## src/utv_pkg.sv

```systemverilog
// ----------------------------------------------------------------------------
// utv_pkg
// Shared types, status codes and code point classes for the UTF-8 text
// validator.
// ----------------------------------------------------------------------------
package utv_pkg;

  typedef enum logic [2:0] {
    ST_OK         = 3'd0,
    ST_TOO_LONG   = 3'd1,
    ST_BAD_UTF8   = 3'd2,
    ST_FORBIDDEN  = 3'd3,
    ST_TOO_MANY   = 3'd4,
    ST_TOO_SHORT  = 3'd5,
    ST_ONLY_SPACE = 3'd6,
    ST_EDGE_SPACE = 3'd7
  } status_e;

  typedef enum logic [1:0] {
    REG_MIN_SCALARS = 2'd0,
    REG_MAX_SCALARS = 2'd1,
    REG_MAX_BYTES   = 2'd2,
    REG_NOTES_MODE  = 2'd3
  } reg_index_e;

  localparam int unsigned CFG_WIDTH = 16;
  localparam int unsigned CP_WIDTH  = 21;

  localparam logic [CP_WIDTH-1:0] CP_MAX        = 21'h10FFFF;
  localparam logic [CP_WIDTH-1:0] CP_SURR_LO    = 21'h00D800;
  localparam logic [CP_WIDTH-1:0] CP_SURR_HI    = 21'h00DFFF;
  localparam logic [CP_WIDTH-1:0] CP_LINE_FEED  = 21'h00000A;
  localparam logic [CP_WIDTH-1:0] CP_LINE_SEP   = 21'h002028;
  localparam logic [CP_WIDTH-1:0] CP_PARA_SEP   = 21'h002029;
  localparam logic [CP_WIDTH-1:0] CP_MIN_TWO    = 21'h000080;
  localparam logic [CP_WIDTH-1:0] CP_MIN_THREE  = 21'h000800;
  localparam logic [CP_WIDTH-1:0] CP_MIN_FOUR   = 21'h010000;

  localparam logic [7:0] LEAD2_LO = 8'hC2;
  localparam logic [7:0] LEAD2_HI = 8'hDF;
  localparam logic [7:0] LEAD3_LO = 8'hE0;
  localparam logic [7:0] LEAD3_HI = 8'hEF;
  localparam logic [7:0] LEAD4_LO = 8'hF0;
  localparam logic [7:0] LEAD4_HI = 8'hF4;

  function automatic logic is_space(input logic [CP_WIDTH-1:0] v);
    return (v >= 21'h0009 && v <= 21'h000D) || v == 21'h0020 || v == 21'h0085 ||
           v == 21'h00A0 || v == 21'h1680 || (v >= 21'h2000 && v <= 21'h200A) ||
           v == 21'h2028 || v == 21'h2029 || v == 21'h202F || v == 21'h205F ||
           v == 21'h3000;
  endfunction

  function automatic logic is_control(input logic [CP_WIDTH-1:0] v);
    return v <= 21'h001F || (v >= 21'h007F && v <= 21'h009F);
  endfunction

endpackage

```

## src/utf8_text_validator.sv

```systemverilog
// ----------------------------------------------------------------------------
// utf8_text_validator
// Strict UTF-8 text checker with length limits and whitespace rules.
//
// A text enters one byte per request on the input channel (text_byte_i,
// no_byte_i, last_i with in_valid_i / in_stall_o). The request marked last
// produces one status request on the output channel (status_o with
// out_valid_o / out_stall_i). An empty text is a single request with
// no_byte_i and last_i set.
// Each byte is decoded combinationally; the status is registered and shows
// in the cycle after the last byte is taken. Throughput is one byte per cycle
// if unstalled, set by the single decode stage ahead of the state registers.
// The limit registers are written through the cfg channel, which is always
// ready; write them only while no text is in flight.
// Reset restores the default limits (min 1, max 64 scalars, max 256 bytes,
// notes mode off) and clears all text state and the output valid flag.
// While a status waits on a stalled receiver, the input is stalled too.
// ----------------------------------------------------------------------------
module utf8_text_validator
  import utv_pkg::*;
#(
  parameter int unsigned COUNT_BITS = 16
) (
  input  logic                 clk_i,
  input  logic                 rst_ni,
  input  logic                 in_valid_i,
  output logic                 in_stall_o,
  input  logic [7:0]           text_byte_i,
  input  logic                 no_byte_i,
  input  logic                 last_i,
  output logic                 out_valid_o,
  input  logic                 out_stall_i,
  output logic [2:0]           status_o,
  input  logic                 cfg_valid_i,
  output logic                 cfg_ready_o,
  input  logic [1:0]           cfg_index_i,
  input  logic [CFG_WIDTH-1:0] cfg_data_i
);

  localparam int unsigned CW   = COUNT_BITS + 1;
  localparam int unsigned CMPW = (CW > CFG_WIDTH) ? CW : CFG_WIDTH;

  logic [CFG_WIDTH-1:0] min_scalars_q, max_scalars_q, max_bytes_q;
  logic                 notes_mode_q;

  logic [CW-1:0]       bytes_q, bytes_d, scal_q, scal_d;
  logic [1:0]          pend_q, pend_d;
  logic [2:0]          seqlen_q, seqlen_d;
  logic [CP_WIDTH-1:0] part_q, part_d;
  logic                first_sp_q, first_sp_d, last_sp_q, last_sp_d;
  logic                non_sp_q, non_sp_d, err_q, err_d;
  logic [2:0]          code_q, code_d;

  logic [CP_WIDTH-1:0] cp_val, part_new, cp_lowest;
  logic                cp_done, cp_sp;
  logic [2:0]          status_d, status_q;
  logic                out_valid_q, in_take;

  assign cfg_ready_o = 1'b1;
  assign in_stall_o  = out_valid_q & out_stall_i;
  assign in_take     = in_valid_i & ~in_stall_o;
  assign out_valid_o = out_valid_q;
  assign status_o    = status_q;

  always_ff @(posedge clk_i or negedge rst_ni) begin
    if (!rst_ni) begin
      min_scalars_q <= CFG_WIDTH'(1);
      max_scalars_q <= CFG_WIDTH'(64);
      max_bytes_q   <= CFG_WIDTH'(256);
      notes_mode_q  <= 1'b0;
    end else if (cfg_valid_i && cfg_ready_o) begin
      case (cfg_index_i)
        REG_MIN_SCALARS: min_scalars_q <= cfg_data_i;
        REG_MAX_SCALARS: max_scalars_q <= cfg_data_i;
        REG_MAX_BYTES:   max_bytes_q   <= cfg_data_i;
        REG_NOTES_MODE:  notes_mode_q  <= cfg_data_i[0];
        default: ;
      endcase
    end
  end

  always_comb begin
    bytes_d    = bytes_q;
    scal_d     = scal_q;
    pend_d     = pend_q;
    seqlen_d   = seqlen_q;
    part_d     = part_q;
    first_sp_d = first_sp_q;
    last_sp_d  = last_sp_q;
    non_sp_d   = non_sp_q;
    err_d      = err_q;
    code_d     = code_q;
    cp_val     = {13'd0, text_byte_i};
    cp_done    = 1'b0;
    part_new   = {part_q[CP_WIDTH-7:0], text_byte_i[5:0]};
    case (seqlen_q)
      3'd2:    cp_lowest = CP_MIN_TWO;
      3'd3:    cp_lowest = CP_MIN_THREE;
      default: cp_lowest = CP_MIN_FOUR;
    endcase

    if (!no_byte_i) begin
      bytes_d = (&bytes_q) ? bytes_q : bytes_q + 1'b1;
      if (!err_q) begin
        if (pend_q == 2'd0) begin
          if (!text_byte_i[7]) begin
            cp_done = 1'b1;
          end else if (text_byte_i >= LEAD2_LO && text_byte_i <= LEAD2_HI) begin
            seqlen_d = 3'd2;
            part_d   = {16'd0, text_byte_i[4:0]};
            pend_d   = 2'd1;
          end else if (text_byte_i >= LEAD3_LO && text_byte_i <= LEAD3_HI) begin
            seqlen_d = 3'd3;
            part_d   = {17'd0, text_byte_i[3:0]};
            pend_d   = 2'd2;
          end else if (text_byte_i >= LEAD4_LO && text_byte_i <= LEAD4_HI) begin
            seqlen_d = 3'd4;
            part_d   = {18'd0, text_byte_i[2:0]};
            pend_d   = 2'd3;
          end else begin
            err_d  = 1'b1;
            code_d = ST_BAD_UTF8;
          end
        end else if (text_byte_i[7:6] != 2'b10) begin
          err_d    = 1'b1;
          code_d   = ST_BAD_UTF8;
          pend_d   = 2'd0;
          seqlen_d = 3'd0;
          part_d   = '0;
        end else if (pend_q == 2'd1) begin
          pend_d   = 2'd0;
          seqlen_d = 3'd0;
          part_d   = '0;
          cp_val   = part_new;
          if (part_new < cp_lowest || part_new > CP_MAX ||
              (part_new >= CP_SURR_LO && part_new <= CP_SURR_HI)) begin
            err_d  = 1'b1;
            code_d = ST_BAD_UTF8;
          end else begin
            cp_done = 1'b1;
          end
        end else begin
          pend_d = pend_q - 2'd1;
          part_d = part_new;
        end
      end
    end

    cp_sp = is_space(cp_val);
    if (cp_done) begin
      if (scal_q == '0) begin
        first_sp_d = cp_sp;
      end
      last_sp_d = cp_sp;
      if (!cp_sp) begin
        non_sp_d = 1'b1;
      end
      if ((is_control(cp_val) && (!notes_mode_q || cp_val != CP_LINE_FEED)) ||
          cp_val == CP_LINE_SEP || cp_val == CP_PARA_SEP) begin
        err_d  = 1'b1;
        code_d = ST_FORBIDDEN;
      end else begin
        scal_d = (&scal_q) ? scal_q : scal_q + 1'b1;
        if (CMPW'(scal_d) > CMPW'(max_scalars_q)) begin
          err_d  = 1'b1;
          code_d = ST_TOO_MANY;
        end
      end
    end

    if (CMPW'(bytes_d) > CMPW'(max_bytes_q)) begin
      status_d = ST_TOO_LONG;
    end else if (err_d) begin
      status_d = code_d;
    end else if (pend_d != 2'd0) begin
      status_d = ST_BAD_UTF8;
    end else if (CMPW'(scal_d) < CMPW'(min_scalars_q)) begin
      status_d = ST_TOO_SHORT;
    end else if (!notes_mode_q && !non_sp_d) begin
      status_d = ST_ONLY_SPACE;
    end else if (!notes_mode_q && (first_sp_d || last_sp_d)) begin
      status_d = ST_EDGE_SPACE;
    end else begin
      status_d = ST_OK;
    end
  end

  always_ff @(posedge clk_i or negedge rst_ni) begin
    if (!rst_ni) begin
      bytes_q    <= '0;
      scal_q     <= '0;
      pend_q     <= 2'd0;
      seqlen_q   <= 3'd0;
      part_q     <= '0;
      first_sp_q <= 1'b0;
      last_sp_q  <= 1'b0;
      non_sp_q   <= 1'b0;
      err_q      <= 1'b0;
      code_q     <= 3'd0;
    end else if (in_take) begin
      if (last_i) begin
        bytes_q    <= '0;
        scal_q     <= '0;
        pend_q     <= 2'd0;
        seqlen_q   <= 3'd0;
        part_q     <= '0;
        first_sp_q <= 1'b0;
        last_sp_q  <= 1'b0;
        non_sp_q   <= 1'b0;
        err_q      <= 1'b0;
        code_q     <= 3'd0;
      end else begin
        bytes_q    <= bytes_d;
        scal_q     <= scal_d;
        pend_q     <= pend_d;
        seqlen_q   <= seqlen_d;
        part_q     <= part_d;
        first_sp_q <= first_sp_d;
        last_sp_q  <= last_sp_d;
        non_sp_q   <= non_sp_d;
        err_q      <= err_d;
        code_q     <= code_d;
      end
    end
  end

  always_ff @(posedge clk_i or negedge rst_ni) begin
    if (!rst_ni) begin
      out_valid_q <= 1'b0;
    end else if (in_take && last_i) begin
      out_valid_q <= 1'b1;
    end else if (!out_stall_i) begin
      out_valid_q <= 1'b0;
    end
  end

  always_ff @(posedge clk_i) begin
    if (in_take && last_i) begin
      status_q <= status_d;
    end
  end

endmodule

```

## config.mk

```make
export PLATFORM = sky130hd
export DESIGN_NAME = utf8_text_validator
export DESIGN_NICKNAME = d
export VERILOG_FILES = /design/src/utv_pkg.sv /design/src/utf8_text_validator.sv
export SDC_FILE = /design/constraint.sdc
export NUM_CORES = 1
export LEC_CHECK = 0
export BUFFER_PORTS_ARGS = -buffer_cell sky130_fd_sc_hd__clkbuf_2
export CORE_MARGIN = 2
export CORE_UTILIZATION = 50
export CTS_BUF_LIST = sky130_fd_sc_hd__clkbuf_8 sky130_fd_sc_hd__clkbuf_16
export CTS_CLUSTER_DIAMETER = 50
export DETAILED_ROUTE_END_ITERATION = 8
export GPL_ROUTABILITY_DRIVEN = 0
export MAX_ROUTING_LAYER = met4
export PLACE_DENSITY_LB_ADDON = 0.12
export SYNTH_ARGS = -nofsm -noshare
export SYNTH_HDL_FRONTEND = slang
export SYNTH_SLANG_ARGS = --single-unit
```

## constraint.sdc

```tcl
create_clock -name clk_i -period 7.2 [get_ports clk_i]
set_input_delay 0.36 -clock clk_i [delete_from_list [all_inputs] [get_ports clk_i]]
set_output_delay 0.36 -clock clk_i [all_outputs]
set_load 0.02 [all_outputs]
```

## After elaboration in Yosys (flattened, before gate mapping)

Index checks and enable logic that the tools add are counted.
W data, S select, Z words.

| storage, ports and cells | value |
|---|---|
| register bits | 114 |
| latch bits | 0 |
| RAM bits | 0 |
| bits in read-only memories | 0 |
| output and inout port bits | 6 |
| logic and storage cells | 200 |
| memories kept | 0 |

| cells by class | value |
|---|---|
| add/subtract/negate cells | 3 |
| $mul | 0 |
| divide/modulo/power cells | 0 |
| order comparisons | 20 |
| equality and inequality tests | 22 |
| shift-type cells | 0 |
| muxes and demuxes | 93 |
| bitwise gates (word level) | 3 |
| reductions and logical operators | 43 |

Operators with widths:

| cell | count |
|---|---|
| $mux W15 | 10 |
| $mux W17 | 7 |
| $eq A21 B14 Y1 const B | 5 |
| $mux W21 | 5 |
| $mux W3 | 29 |
| $eq A21 B8 Y1 const B | 2 |
| $add A17 B1 Y17 const B | 2 |
| $gt A17 B16 Y1 | 2 |
| $pmux W17 S2 | 1 |
| $reduce_and A17 Y1 | 2 |
| $mux W1 | 31 |
| $ge A8 B8 Y1 const B | 3 |
| $le A8 B8 Y1 const B | 3 |
| $eq A21 B13 Y1 const B | 1 |
| $eq A21 B6 Y1 const B | 1 |
| $ge A21 B14 Y1 const B | 1 |
| $ge A21 B16 Y1 const B | 1 |
| $ge A21 B4 Y1 const B | 1 |
| $ge A21 B7 Y1 const B | 1 |
| $gt A21 B21 Y1 const B | 1 |
| $le A21 B14 Y1 const B | 1 |
| $le A21 B16 Y1 const B | 1 |
| $le A21 B4 Y1 const B | 1 |
| $le A21 B5 Y1 const B | 1 |
| other kinds (25) | 71 |

## Logic depth before layout (Yosys ltp)

| logic depth | value |
|---|---|
| depth in word-level cells | 27 |
| depth in mapped cells | 22 |
| gate-level depth less buffers | 20 |

## Least setup slack after synthesis

Ideal clock, no wire load.

| path | value |
|---|---|
| path type | flip-flop to flip-flop |
| start | register pend_q[0] |
| end | register status_q[1] (netlist: status_o[1]) (data pin) |
| arrival time | 4.378 ns |
| data required time | 7.033 ns |
| path slack | 2.654 ns |
| stages on the path, launching flop included | 22 |
| buffers on the path | 3 |
| cell sequence | dfrtp_1 inv_1 ha_1 buf_2 or3_1 nor2_1 o21a_1 and3_1 buf_6 clkbuf_1 nand2_1 xnor2_1 ha_1 a21o_1 a21o_1 a21oi_1 o21ai_0 o21bai_1 o311ai_1 o21ai_2 or4b_1 a221oi_2 |

| between the ends | value |
|---|---|
| longest elaborated chain between the ends | 27 |

Ends and longest elaborated chain:

| what | line | source |
|---|---|---|
| from (decl) | utf8_text_validator.sv:47 | `logic [1:0] pend_q, pend_d;` |
| from (signal assigned) | utf8_text_validator.sv:215 | `pend_q <= pend_d;` |
| branches (longest 26 deep; another with $ge A21 B7 Y1) | -- |  |
| $mux W3 * | utf8_text_validator.sv:173 | `end else if (err_d) begin` |
| to (signal assigned) | utf8_text_validator.sv:239 | `status_q <= status_d;` |
| to (decl) | utf8_text_validator.sv:56 | `logic [2:0] status_d, status_q;` |

Every way passes the cells marked *.
A chain may end at the register's enable or synchronous reset.

## Worst setup path in the final report

Ends and elaborated chain as after synthesis.

==> results.json <==
{
  "ys.flop_type": "dfrtp_1",
  "slew_violations": 0,
  "vias": 6751,
  "synth_area_leaders": "dfrtp_1 35%, ha_1 8.7%, nand2_1 5.5%",
  "synth_most_common_cell": "nand2_1",
  "gr-total-overflow": 0,
  "die_h_um": 128.8,
  "cts_hold_buf": 1,
  "max_cap_violations": 0,
  "clockPowerShare_pct": 43.5,
  "synth_top_area_share_pct": 34.72,
  "min_period_over_period_pct": 73.55,
  "crit_chain": "inv_1, ha_1, nor4b_4, a2bb2oi_2, or2_1, o221ai_2, and3_1, nand2_1, xnor2_1, ha_1, a21o_1, a21o_1, a21oi_1, o21ai_0, o21bai_1, o311ai_1, o21ai_2, or4b_1, a221oi_2",
  "wl_met2_um": 9470,
  "p_sw_share_pct": 30.29,
  "wl_per_cell_um": 18.75,
  "synthesis.area_um2": 7784,
  "final.setup.tns_ns": 0,
  "cts_tree": "done",
  "syn_inst": 883,
  "die-area_um2": 16580,
  "ctsHtreeMaxLevel": 4,
  "clk_latency_ns": 0.43,
  "total_power_mw": 1.962,
  "synth-seq-cells": 114,
  "wirelength_um": 20460,
  "hold_viol": 0,
  "critical_path.top_delay_family": "simple AND/OR/NAND/NOR gates",
  "leakage_nw": 4.055,
  "routed.top_layer": "met4",
  "synthesis.nets": 970,
  "hold-worst-slack_ns": 0.1752,
  "layout-drive-gt1-share_pct": 14.40,
  "yosys.area.top_type": "dfrtp_1",
  "status": "finished, final reports clean",
  "synthTopCellsByCount": "114 x nand2_1, 108 x dfrtp_1, 66 x o21ai_0",
  "synth-async-reset-ratio_pct": 97.37,
  "cts.clk_slew.worst_paths_ns": 0.06,
  "cts_resized": 0,
  "synth.distinct_cells": 84,
  "ir_drop_mv": 0.2020,
  "fin_nets": 977,
  "postRouteAntennaNets": 0,
  "cts-root-buf": "clkbuf_16",
  "initial_utilization_pct": 51.20,
  "met3_length_um": 1114,
  "drc_errors": 0,
  "hp-class": "input port to flip-flop",
  "rows": 45,
  "cts_buffers": 17,
  "core-area_um2": 15200,
  "first_pass_iters": 5,
  "drtIter0Drc": 564,
  "grt_pass1_vias": 6479,
  "antenna_found_initial": 0,
  "port-buffer-count": 37,
  "syn2layout_area_growth_pct": 10.82,
  "min_period_ns": 5.295,
  "gr-usage-all-layers_pct": 26.91,
  "yosys_warnings": 0,
  "yosysSeqAreaShare_pct": 36.89,
  "powerDensity_nw_per_um2": 227.5,
  "cts.path.max_buffers": 2,
  "grt_pass1_wl_um": 33820,
  "worstSetupPathType": "flip-flop to flip-flop",
  "die_w_um": 128.8,
  "cts_sinks": 114,
  "met1_length_um": 9469,
  "path_max_fanout": 15,
  "power_frac_comb_pct": 17.4,
  "worst_pin_slew_ns": 0.9414,
  "via_per_inst": 6.188,
  "multi_input_area_um2": 4458,
  "fmax_mhz": 188.8,
  "setup_viol": 0,
  "fin_worst_skew_ns": 0.01312,
  "startpoint_type": "flip-flop",
  "fill_cells": 1365,
  "critical_path.max_stage_delay_ns": 0.59,
  "seqPwrFrac_pct": 39.0,
  "grt_max_degree": 71,
  "synth_edf_count": 3,
  "post-dp-hpwl_um": 14730,
  "crit_buf_inv": 1,
  "slowest_stage": "and3_1",
  "synth_area_per_cell_um2": 8.815,
  "worstSetupEndpointType": "flip-flop",
  "intPower_mw": 1.368,
  "ios": 39,
  "final-seq-area_um2": 2872,
  "rsz0062_at_grt": "false",
  "switching_power_mw": 0.5943,
  "antenna_cells": 0,
  "cp_data_required_time_ns": 7.45,
  "maxSlewHeadroom_pct": 37.24,
  "post-cts-setup-buffers": 0,
  "critPathArrivalTime_ns": 5.54
}
[cells by family after synthesis]
family                   share of synthesized area [%]
AO/OA/AOI/OAI                                    17.14
XOR/XNOR                                         4.838
adder cells (fa/ha/maj)                          8.680
buffers and inverters                            5.899
flip-flops                                       36.89
multiplexers                                     5.546
other                                          0.04818
AND/OR/NAND/NOR                                  20.96
[state kept, by name (all words and copies together) (netlist names)]
signal / cells
bytes_q: 17
scal_q: 17
max_bytes_q: 16
max_scalars_q: 16
min_scalars_q: 16
part_q: 15
code_q: 3
seqlen_q: 3
status_o: 3
pend_q: 2
err_q: 1
first_sp_q: 1
last_sp_q: 1
non_sp_q: 1
notes_mode_q: 1
out_valid_o: 1
[layout by cell type, fill, tap and decap left out, types with 17 or more instances in the layout]
cell,n
a21oi_1,24
clkbuf_16,17
clkbuf_2,36
dfrtp_1,108
ha_1,54
inv_1,61
mux2_2,33
nand2_1,114
nand3_1,38
nand4_1,24
nor2_1,49
nor3_1,17
o21ai_0,66
xnor2_1,26
xor2_1,17
[worst register-to-register path, stage by stage (launching register included)]
cell and delay (ns):
dfrtp_1 0.35, inv_1 0.08, ha_1 0.34, nor4b_4 0.58, a2bb2oi_2 0.16, or2_1 0.27
o221ai_2 0.25, and3_1 0.59, nand2_1 0.17, xnor2_1 0.17, ha_1 0.30, a21o_1 0.11
a21o_1 0.10, a21oi_1 0.05, o21ai_0 0.33, o21bai_1 0.17, o311ai_1 0.13, o21ai_2 0.24
or4b_1 0.49, a221oi_2 0.24
[path summary, 6_finish.rpt]
path | start | endpoint | slack (ns) | depth (start not counted)
setup / recovery | pend_q[0]$_DFFE_PN0P_ | status_o[1]$_SDFFCE_PN0P_ | 1.90 | 19
hold / removal | cfg_data_i[9] | min_scalars_q[9]$_DFFE_PN0P_ | 0.18 | 3
setup reg to reg | pend_q[0]$_DFFE_PN0P_ | status_o[1]$_SDFFCE_PN0P_ | 1.90 | 19
hold reg to reg | seqlen_q[1]$_DFFE_PN0P_ | seqlen_q[1]$_DFFE_PN0P_ | 0.48 | 2
max in group asynchronous | rst_ni | part_q[4]$_DFFE_PN0P_ | 5.40 | 3
min in group asynchronous | rst_ni | scal_q[14]$_DFFE_PN0P_ | 0.46 | 2
[metrics by stage]
| stage | std cells | utilization (%) | area [µm²] | worst slack (ns) |
|---|---|---|---|---|
| finish | 1091 | 56.74 | 8626 | 1.905 |
| global route | 1091 | 56.74 | 8626 | 1.511 |
| CTS | 1091 | 56.74 | 8626 | 2.003 |
| detailed placement | 1058 | 52.75 | 8019 | 2.048 |
| global placement | 1058 | 52.75 | 8019 | 2.247 |
| floorplan | 883 | - | 7784 | 2.654 |
[power by group through the flow]
stage	Combinational, mW	Clock, mW	Sequential, mW
floorplan	0.246	0	0.756
global placement	0.325	0	0.773
detailed placement	0.337	0	0.776
CTS	0.341	0.864	0.765
global route	0.385	0.900	0.774
finish	0.342	0.854	0.766
[routing by layer]
layer	vias to the layer above	GRT usage, %
met5	-	-
met4	0	9.207
met3	39	5.447
met2	249	40.93
met1	3274	36.04
li1	3189	-
[cell type report]
type,instances,area share [%]
multi-input combinational,653,51.68
inverter,61,2.654
clock buffer,17,4.932
sequential,114,33.29
clock inverter,15,1.987
timing repair buffer,43,2.727
tap,188,2.727
No activity file was read; power rests on OpenSTA's default activity.
